## src/sv/tvs_pkg.sv

```systemverilog
package tvs_pkg;

    localparam int PEDAL_W     = 10;
    localparam int STEER_W     = 16;
    localparam int P_W         = 8;
    localparam int K_W         = 11;
    localparam int MAG_W       = 15;
    localparam int T_W         = 25;
    localparam int Y_W         = 20;
    localparam int E_W         = 17;
    localparam int TQ_W        = 8;
    localparam int DZ_W        = 7;
    localparam int CFG_IDX_W   = 8;
    localparam int IN_TDATA_W  = 32;
    localparam int OUT_TDATA_W = 16;

    localparam logic [CFG_IDX_W-1:0] CFG_VEC_ENABLE = 8'd0;
    localparam logic [CFG_IDX_W-1:0] CFG_DEADZONE   = 8'd1;

    localparam logic [DZ_W-1:0] DEADZONE_RESET = 7'd2;

    // floor(x/6) = (x * 10923) >> 16 for x < 1024
    localparam logic [13:0] DIV6_RECIP  = 14'd10923;
    // log2(e) in Q16
    localparam logic [16:0] LOG2E_Q16   = 17'd94548;
    // floor(x/25) = (x * ceil(2^30/25)) >> 30 for x < 2^30
    localparam logic [25:0] DIV25_RECIP = 26'd42949673;

    localparam logic signed [STEER_W-1:0] STEER_HI = 16'sd16384;
    localparam logic signed [STEER_W-1:0] STEER_LO = -16'sd16384;

    localparam logic [17:0]     TWO_Q16     = 18'd131072;
    localparam logic [TQ_W-1:0] OUTSIDE_CAP = 8'd100;

    typedef enum logic [1:0] {
        MODE_ZERO,
        MODE_PASS,
        MODE_VEC
    } t_mode;

    typedef struct packed {
        logic [P_W-1:0] p;
        t_mode          mode;
        logic           right_turn;
    } t_ctl;

endpackage

```

## src/sv/tvs_prep.sv

```systemverilog
module tvs_prep (
    input  logic                                i_clk,
    input  logic                                i_rst_n,
    input  logic                                i_vld,
    output logic                                o_rdy,
    input  logic [tvs_pkg::PEDAL_W-1:0]         i_pedal,
    input  logic signed [tvs_pkg::STEER_W-1:0]  i_steer,
    input  logic                                i_brake,
    input  logic                                i_vec_en,
    input  logic [tvs_pkg::DZ_W-1:0]            i_dz,
    output logic                                o_vld,
    input  logic                                i_rdy,
    output logic [tvs_pkg::K_W-1:0]             o_k100,
    output logic [tvs_pkg::MAG_W-1:0]           o_mag,
    output tvs_pkg::t_ctl                       o_ctl
);
    import tvs_pkg::*;

    logic                r_vld1;
    logic [23:0]         r_prod;
    logic [MAG_W-1:0]    r_mag1;
    logic                r_pass;
    logic                r_right;

    logic                r_vld2;
    logic [K_W-1:0]      r_k100;
    logic [MAG_W-1:0]    r_mag2;
    t_ctl                r_ctl;

    logic                w_adv1;
    logic                w_adv2;
    logic [23:0]         n_prod;
    logic [STEER_W-1:0]  n_abs;
    logic                n_pass;
    logic                n_right;
    logic [P_W-1:0]      w_p;
    logic [K_W-1:0]      n_k100;
    t_ctl                n_ctl;

    assign w_adv2 = !r_vld2 || i_rdy;
    assign w_adv1 = !r_vld1 || w_adv2;
    assign o_rdy  = w_adv1;

    always_comb begin
        n_prod  = 24'(i_pedal) * 24'(DIV6_RECIP);
        n_abs   = i_steer[STEER_W-1] ? STEER_W'(-i_steer) : STEER_W'(i_steer);
        n_pass  = (i_steer > STEER_HI) || (i_steer < STEER_LO) || i_brake ||
                  !i_vec_en || (i_steer == '0);
        n_right = !i_steer[STEER_W-1] && (i_steer != '0);
    end

    always_comb begin
        w_p = r_prod[23:16];
        if (w_p == '0) begin
            n_k100 = '0;
        end else if (w_p <= 8'd10) begin
            n_k100 = K_W'(w_p) * 11'd108;
        end else if (w_p <= 8'd50) begin
            n_k100 = 11'd1080;
        end else if (w_p <= 8'd70) begin
            n_k100 = 11'd1080 - K_W'(w_p - 8'd50) * 11'd54;
        end else begin
            n_k100 = '0;
        end
        n_ctl.p          = w_p;
        n_ctl.right_turn = r_right;
        if (w_p < {1'b0, i_dz}) begin
            n_ctl.mode = MODE_ZERO;
        end else if (r_pass) begin
            n_ctl.mode = MODE_PASS;
        end else begin
            n_ctl.mode = MODE_VEC;
        end
    end

    always_ff @(posedge i_clk) begin
        if (!i_rst_n) begin
            r_vld1 <= 1'b0;
            r_vld2 <= 1'b0;
        end else begin
            if (w_adv1) begin
                r_vld1 <= i_vld;
            end
            if (w_adv2) begin
                r_vld2 <= r_vld1;
            end
        end
        if (w_adv1) begin
            r_prod  <= n_prod;
            r_mag1  <= n_abs[MAG_W-1:0];
            r_pass  <= n_pass;
            r_right <= n_right;
        end
        if (w_adv2) begin
            r_k100 <= n_k100;
            r_mag2 <= r_mag1;
            r_ctl  <= n_ctl;
        end
    end

    assign o_vld  = r_vld2;
    assign o_k100 = r_k100;
    assign o_mag  = r_mag2;
    assign o_ctl  = r_ctl;

endmodule

```

## src/sv/tvs_expo.sv

```systemverilog
module tvs_expo (
    input  logic                        i_clk,
    input  logic                        i_rst_n,
    input  logic                        i_vld,
    output logic                        o_rdy,
    input  logic [tvs_pkg::K_W-1:0]     i_k100,
    input  logic [tvs_pkg::MAG_W-1:0]   i_mag,
    input  tvs_pkg::t_ctl               i_ctl,
    output logic                        o_vld,
    input  logic                        i_rdy,
    output logic [tvs_pkg::E_W-1:0]     o_e,
    output tvs_pkg::t_ctl               o_ctl
);
    import tvs_pkg::*;

    localparam int NSTG = 4;

    logic [NSTG-1:0] r_vld;
    t_ctl            r_ctl [NSTG];
    logic [NSTG-1:0] w_adv;

    logic [T_W-1:0]  r_t;
    logic [T_W-1:0]  r_qh;
    logic [Y_W-1:0]  r_y;
    logic [E_W-1:0]  r_e;

    logic [40:0]     n_q;
    logic [50:0]     n_ym;
    logic [4:0]      n_sh;
    logic [17:0]     n_e;

    always_comb begin
        w_adv[NSTG-1] = !r_vld[NSTG-1] || i_rdy;
        for (int i = NSTG - 2; i >= 0; i--) begin
            w_adv[i] = !r_vld[i] || w_adv[i+1];
        end
    end
    assign o_rdy = w_adv[0];

    // t * log2(e), then / 2^16, then / 25 by reciprocal
    always_comb begin
        n_q  = 41'(r_t) * 41'(LOG2E_Q16);
        n_ym = 51'(r_qh) * 51'(DIV25_RECIP);
        n_sh = {1'b0, r_y[Y_W-1:16]} + 5'd1;
        n_e  = (TWO_Q16 - {2'b00, r_y[15:0]}) >> n_sh;
    end

    always_ff @(posedge i_clk) begin
        if (!i_rst_n) begin
            r_vld <= '0;
        end else begin
            if (w_adv[0]) begin
                r_vld[0] <= i_vld;
            end
            for (int i = 1; i < NSTG; i++) begin
                if (w_adv[i]) begin
                    r_vld[i] <= r_vld[i-1];
                end
            end
        end
        if (w_adv[0]) begin
            r_ctl[0] <= i_ctl;
            r_t      <= T_W'(i_mag) * T_W'(i_k100);
        end
        for (int i = 1; i < NSTG; i++) begin
            if (w_adv[i]) begin
                r_ctl[i] <= r_ctl[i-1];
            end
        end
        if (w_adv[1]) begin
            r_qh <= n_q[40:16];
        end
        if (w_adv[2]) begin
            r_y <= n_ym[49:30];
        end
        if (w_adv[3]) begin
            r_e <= n_e[E_W-1:0];
        end
    end

    assign o_vld = r_vld[NSTG-1];
    assign o_ctl = r_ctl[NSTG-1];
    assign o_e   = r_e;

endmodule

```

## src/sv/tvs_split.sv

```systemverilog
module tvs_split (
    input  logic                        i_clk,
    input  logic                        i_rst_n,
    input  logic                        i_vld,
    output logic                        o_rdy,
    input  logic [tvs_pkg::E_W-1:0]     i_e,
    input  tvs_pkg::t_ctl               i_ctl,
    output logic                        o_vld,
    input  logic                        i_rdy,
    output logic [tvs_pkg::TQ_W-1:0]    o_left,
    output logic [tvs_pkg::TQ_W-1:0]    o_right
);
    import tvs_pkg::*;

    logic            r_vld;
    logic [TQ_W-1:0] r_left;
    logic [TQ_W-1:0] r_right;

    logic            w_adv;
    logic [24:0]     n_pe;
    logic [TQ_W-1:0] n_in;
    logic [TQ_W:0]   n_out9;
    logic [TQ_W-1:0] n_out;
    logic [TQ_W-1:0] n_left;
    logic [TQ_W-1:0] n_right;

    assign w_adv = !r_vld || i_rdy;
    assign o_rdy = w_adv;

    // outside = floor(p*(2-e)) = 2p - ceil(p*e)
    always_comb begin
        n_pe   = 25'(i_ctl.p) * 25'(i_e);
        n_in   = n_pe[23:16];
        n_out9 = {i_ctl.p, 1'b0} - {1'b0, n_in} - (TQ_W+1)'(|n_pe[15:0]);
        n_out  = (n_out9 > (TQ_W+1)'(OUTSIDE_CAP)) ? OUTSIDE_CAP : n_out9[TQ_W-1:0];
        case (i_ctl.mode)
            MODE_ZERO: begin
                n_left  = '0;
                n_right = '0;
            end
            MODE_VEC: begin
                n_left  = i_ctl.right_turn ? n_out : n_in;
                n_right = i_ctl.right_turn ? n_in : n_out;
            end
            default: begin
                n_left  = i_ctl.p;
                n_right = i_ctl.p;
            end
        endcase
    end

    always_ff @(posedge i_clk) begin
        if (!i_rst_n) begin
            r_vld <= 1'b0;
        end else if (w_adv) begin
            r_vld <= i_vld;
        end
        if (w_adv) begin
            r_left  <= n_left;
            r_right <= n_right;
        end
    end

    assign o_vld   = r_vld;
    assign o_left  = r_left;
    assign o_right = r_right;

endmodule

```

## src/sv/torque_vectoring_split_core.sv

```systemverilog
// Torque-vectoring split: one pedal/steering/brake sample in, one pair of
// left/right inverter torque commands (integer percent) out.
// Input stream (s_axis): tdata = pedal_raw, steer_pos (Q1.14), brake_pressed.
// Output stream (m_axis): tdata = left_torque, right_torque.
// Config channel: index 0 = vectoring enable, index 1 = deadzone level.
// Always ready; write only while no transfer is in flight.
// Throughput: one transfer per cycle unless the output stalls; seven
// register stages (base command, coefficient, steering product, log2e
// scaling, divide-by-25, exp mantissa shift, split multiply), each with
// its own valid bit.
// Reset: pipeline valids cleared, vectoring disabled, deadzone = 2.
// Output stall: each stage holds while the stage after it is full and
// stalled; empty stages still fill, so nothing is dropped or repeated and
// s_axis_tready falls only once the whole pipeline is full.
module torque_vectoring_split_core (
    input  logic                                i_clk,
    input  logic                                i_rst_n,
    input  logic                                i_s_axis_tvalid,
    output logic                                o_s_axis_tready,
    // [9:0] pedal_raw, [25:10] steer_pos, [26] brake_pressed, [31:27] zero
    input  logic [tvs_pkg::IN_TDATA_W-1:0]      i_s_axis_tdata,
    output logic                                o_m_axis_tvalid,
    input  logic                                i_m_axis_tready,
    // [7:0] left_torque, [15:8] right_torque
    output logic [tvs_pkg::OUT_TDATA_W-1:0]     o_m_axis_tdata,
    input  logic                                i_cfg_valid,
    output logic                                o_cfg_ready,
    input  logic [tvs_pkg::CFG_IDX_W-1:0]       i_cfg_index,
    input  logic [tvs_pkg::DZ_W-1:0]            i_cfg_data
);
    import tvs_pkg::*;

    logic            r_vec_en;
    logic [DZ_W-1:0] r_dz;

    logic            w_p_vld;
    logic            w_p_rdy;
    logic [K_W-1:0]  w_k100;
    logic [MAG_W-1:0] w_mag;
    t_ctl            w_p_ctl;

    logic            w_e_vld;
    logic            w_e_rdy;
    logic [E_W-1:0]  w_e;
    t_ctl            w_e_ctl;

    logic [TQ_W-1:0] w_left;
    logic [TQ_W-1:0] w_right;

    assign o_cfg_ready = 1'b1;

    always_ff @(posedge i_clk) begin
        if (!i_rst_n) begin
            r_vec_en <= 1'b0;
            r_dz     <= DEADZONE_RESET;
        end else if (i_cfg_valid) begin
            case (i_cfg_index)
                CFG_VEC_ENABLE: r_vec_en <= i_cfg_data[0];
                CFG_DEADZONE:   r_dz     <= i_cfg_data;
                default: ;
            endcase
        end
    end

    tvs_prep u_prep (
        .i_clk    (i_clk),
        .i_rst_n  (i_rst_n),
        .i_vld    (i_s_axis_tvalid),
        .o_rdy    (o_s_axis_tready),
        .i_pedal  (i_s_axis_tdata[9:0]),
        .i_steer  ($signed(i_s_axis_tdata[25:10])),
        .i_brake  (i_s_axis_tdata[26]),
        .i_vec_en (r_vec_en),
        .i_dz     (r_dz),
        .o_vld    (w_p_vld),
        .i_rdy    (w_p_rdy),
        .o_k100   (w_k100),
        .o_mag    (w_mag),
        .o_ctl    (w_p_ctl)
    );

    tvs_expo u_expo (
        .i_clk   (i_clk),
        .i_rst_n (i_rst_n),
        .i_vld   (w_p_vld),
        .o_rdy   (w_p_rdy),
        .i_k100  (w_k100),
        .i_mag   (w_mag),
        .i_ctl   (w_p_ctl),
        .o_vld   (w_e_vld),
        .i_rdy   (w_e_rdy),
        .o_e     (w_e),
        .o_ctl   (w_e_ctl)
    );

    tvs_split u_split (
        .i_clk   (i_clk),
        .i_rst_n (i_rst_n),
        .i_vld   (w_e_vld),
        .o_rdy   (w_e_rdy),
        .i_e     (w_e),
        .i_ctl   (w_e_ctl),
        .o_vld   (o_m_axis_tvalid),
        .i_rdy   (i_m_axis_tready),
        .o_left  (w_left),
        .o_right (w_right)
    );

    assign o_m_axis_tdata = {w_right, w_left};

endmodule

```

## config.mk

```make
export PLATFORM = sky130hd
export DESIGN_NAME = torque_vectoring_split_core
export DESIGN_NICKNAME = d
export VERILOG_FILES = /design/src/sv/tvs_pkg.sv /design/src/sv/tvs_prep.sv /design/src/sv/tvs_expo.sv /design/src/sv/tvs_split.sv /design/src/sv/torque_vectoring_split_core.sv
export SDC_FILE = /design/constraint.sdc
export NUM_CORES = 2
export LEC_CHECK = 0
export ABC_AREA = 1
export BUFFER_PORTS_ARGS = -buffer_cell sky130_fd_sc_hd__buf_2
export CORE_AREA = 2 2 302 304
export DETAILED_ROUTE_END_ITERATION = 8
export DIE_AREA = 0 0 304 306
export GPL_ROUTABILITY_DRIVEN = 1
export HOLD_SLACK_MARGIN = 0.1
export PLACE_DENSITY_LB_ADDON = 0.1
export SYNTH_ARGS = -nofsm -noshare
export SYNTH_HDL_FRONTEND = slang
export SYNTH_SLANG_ARGS = --single-unit
```

## constraint.sdc

```tcl
create_clock -name i_clk -period 7.6 [get_ports i_clk]
set_input_delay 1.9 -clock i_clk [delete_from_list [all_inputs] [get_ports i_clk]]
set_output_delay 1.9 -clock i_clk [all_outputs]
set_load 0.005 [all_outputs]
```

==> reports/metrics.yaml <==
outcome: "complete, no violations"
fin_tns_setup_ns: 0
max_freq_mhz: 147
syn_inst: 4580
post-route-min-period_ns: 6.81
dpl.hpwl_um: 84500
grt-ovfl-total: 0
antenna_found_initial: 0
initial_utilization: 0.448
rrSetupSlack_ns: 0.79
synth_ff_type: "edfxtp_1"
syn_nets: 5869
yosys_register_bits: 222
die_w_um: 304
yosysSeqAreaShare: 0.162
rows: 110
critPathArrivalTime_ns: 7.13
synth_edf_count: 207
crit_start: "u_expo.r_ctl[3][7]$_DFFE_PP_"
yosysTopAreaCell: "fa_1"
diodes: 0
gr-usage-all-layers: 0.217
die_area_um2: 93000
cp_slowest_cell: "edfxtp_1"
vias: 28959
async_reset_ff_frac: 0
grt_pass1_vias: 30442
cpMostUsedCell: "fa_1"
h-tree-depth: 1
cts-buffers-inserted: 27
period_share: 0.897
ys_types: 59
first_pass_iters: 6
cp-end-kind: "register"
hold_path_class: "reg -> reg"
critical_path_class: "reg -> reg"
grt_max_degree: 38
synth_xor_area_frac: 0.0300
cts_setup_buffers: 0
drcViolationCount: 0
grt_pass1_wl_um: 162000
wl_per_cell_um: 16.8
die_h_um: 306
r2r_cells: 28
rsz0062_at_grt: "no"
root_buffer: "clkbuf_16"
drtIter0Drc: 1617
ctsHoldBuffers: 0
cts-resized-gates: 0
tightest_slew_ns: 1.09
hold_violations: 0
relSlewSlack: 0.272
clk_latency_ns: 0.58
synth_top_cell_area_share: 0.284
synth-adder-area-share: 0.492
cts.path.max_buffers: 3
portBuffers: 64
endpoint: "u_split.o_left[6]$_DFFE_PP_"
synth-simple-area-share: 0.135
r2r_end: "u_split.o_left[6]$_DFFE_PP_"
crit_required_ns: 7.92
start_kind: "register"
synthMuxAreaShare: 0
max-cap-violations: 0
ys_top_cells_by_area: "fa_1, ha_1, edfxtp_1"
detailedPlace.worstSlack_ns: 0.806
setup_viol: 0
clock_sinks: 222
cts_tree: "yes"
syn_area_um2: 40100
ant_nets: 0
slowest_delay_ns: 0.61
gp_congestion: 0.905
ios: 71
wl_um: 97400
critical_path.max_fanout: 11
drv_slew: 0
synth_compound_area_frac: 0.0619
avgSynthCellArea_um2: 8.76
nets: 5903
reg2reg_from: "u_expo.r_ctl[3][7]$_DFFE_PP_"
path_clk_slew_ns: 0.06
areaGrowthSynthToFinish_pct: 6.21
drive_above_1_share: 0.0386
setup_ws_ns: 0.786
worstHoldPathCells: 0
fin_skew_ns: 0.0209
core_um2: 89600
viasPerCell: 4.98
synth_top_family_by_area: "adder cells"
ys_warn_count: 0
[synthesized netlist by cell type (4+ instances only)]
| cell | count |
|---|---|
| buf_2 | 4 |
| o21a_1 | 6 |
| a31oi_1 | 19 |
| nand3b_1 | 11 |
| inv_1 | 1179 |
| a21boi_0 | 4 |
| a21oi_2 | 4 |
| nand3_2 | 5 |
| or2_2 | 8 |
| nor4_1 | 7 |
| nand2_1 | 754 |
| fa_1 | 570 |
| o211ai_1 | 18 |
| inv_2 | 4 |
| a21o_1 | 18 |
| nand2_2 | 7 |
| edfxtp_1 | 207 |
| a21oi_1 | 200 |
| xnor2_1 | 45 |
| buf_1 | 9 |
| nor2_1 | 203 |
| dfxtp_1 | 15 |
| ha_1 | 667 |
| nor3_1 | 39 |
| o31ai_1 | 7 |
| xor2_1 | 89 |
| nor2_2 | 7 |
| o21bai_1 | 15 |
| clkbuf_1 | 63 |
| nand3_1 | 179 |
| nand4_1 | 44 |
| o21ai_0 | 129 |
[layer usage]
metal / track usage / vias to the layer above / routed length (µm)
met5: 0 / - / 0
met1: 0.301 / 14062 / 45500
met2: 0.381 / 460 / 47200
li1: - / 14357 / -
met4: 0.0307 / 0 / 1380
met3: 0.0160 / 80 / 3310
[critical path: cells and delay by family, from the launching register on]
family	cells	cell delay (ns)
xor gates and xnor gates	1	0.20
DFF	1	0.61
buffers and inverters	3	0.17
AOI/OAI and AO/OA	5	0.97
and+or+nand+nor	12	1.49
adders and majority gates	7	3.11
[stage by stage]
step	util	instance area [µm²]	hold WS, ns	cells
6_report	0.476	42600	0.411	5810
5_1_grt	0.476	42600	0.422	5810
4_1_cts	0.476	42600	0.412	5810
3_5_place_dp	0.466	41800	0.405	5761
3_3_place_gp	0.466	41800	0.400	5761
2_1_floorplan	-	40100	0.400	4580
[worst min-delay path by stage]
stage	startpoint	to	slack, ns
2_1_floorplan	u_prep.o_ctl[0]$_DFFE_PP_	u_expo.r_ctl[0][0]$_DFFE_PP_	0.40
4_1_cts	u_expo.r_ctl[1][8]$_DFFE_PP_	u_expo.r_ctl[2][8]$_DFFE_PP_	0.41
3_3_place_gp	u_expo.r_ctl[0][3]$_DFFE_PP_	u_expo.r_ctl[1][3]$_DFFE_PP_	0.40
6_report	u_expo.r_ctl[1][8]$_DFFE_PP_	u_expo.r_ctl[2][8]$_DFFE_PP_	0.41
5_1_grt	u_prep.r_mag1[0]$_DFFE_PP_	u_prep.o_mag[0]$_DFFE_PP_	0.42
3_5_place_dp	u_prep.o_ctl[10]$_DFFE_PP_	u_expo.r_ctl[0][10]$_DFFE_PP_	0.40
[cell usage in the layout, fill, tap and decap left out, drive strengths merged, types with 3 or more instances in the layout]
cell	instances
a21oi	204
clkinv	12
nand3b	11
clkinvlp	4
a31o	3
a221oi	3
buf	82
nand4	44
o211ai	19
dfxtp	15
xnor2	45
a31oi	19
a21boi	4
xor2	91
nor2	213
o21ai	133
inv	1186
a211oi	3
edfxtp	207
o21a	6
or2	12
nor3	42
ha	667
fa	570
clkbuf	29
o31ai	7
nand3	184
nor4	7
nand2	761
o21bai	15
a21o	18
[registers in the layout (all words and copies together) (netlist names), 4 cells and up]
signal / flops
u_split.o_left: 8
u_prep.o_ctl: 11
u_prep.o_k100: 10
u_expo.r_vld: 4
u_expo.r_ctl: 44
u_split.o_right: 8
u_prep.r_mag1: 15
r_dz: 7
u_prep.r_prod: 8
u_expo.r_qh: 25
u_expo.r_y: 20
u_expo.r_t: 24
u_expo.o_e: 17
u_prep.o_mag: 15
[final cells by class]
class	count	area [µm²]
repair buffers	82	455
inverters	1184	4450
clock buffers	29	683
fillers	8880	47000
multi-input cells	3097	28900
clock inverters	20	170
well taps	1176	1470
flip-flops and latches	222	6520
[cell families (layout without fill, tap and decap cells)]
kind of cell	after synthesis	count (layout)
flip-flops	222	222
AND/OR/NAND/NOR	1282	1282
other	1	1
buffers and inverters	1261	1315
XOR/XNOR	136	136
adder cells (fa/ha/maj)	1237	1237
AO/OA/AOI/OAI	441	441
Power is not shown: default switching activity piles up to over one toggle a cycle in this logic, so the estimate is an artifact.
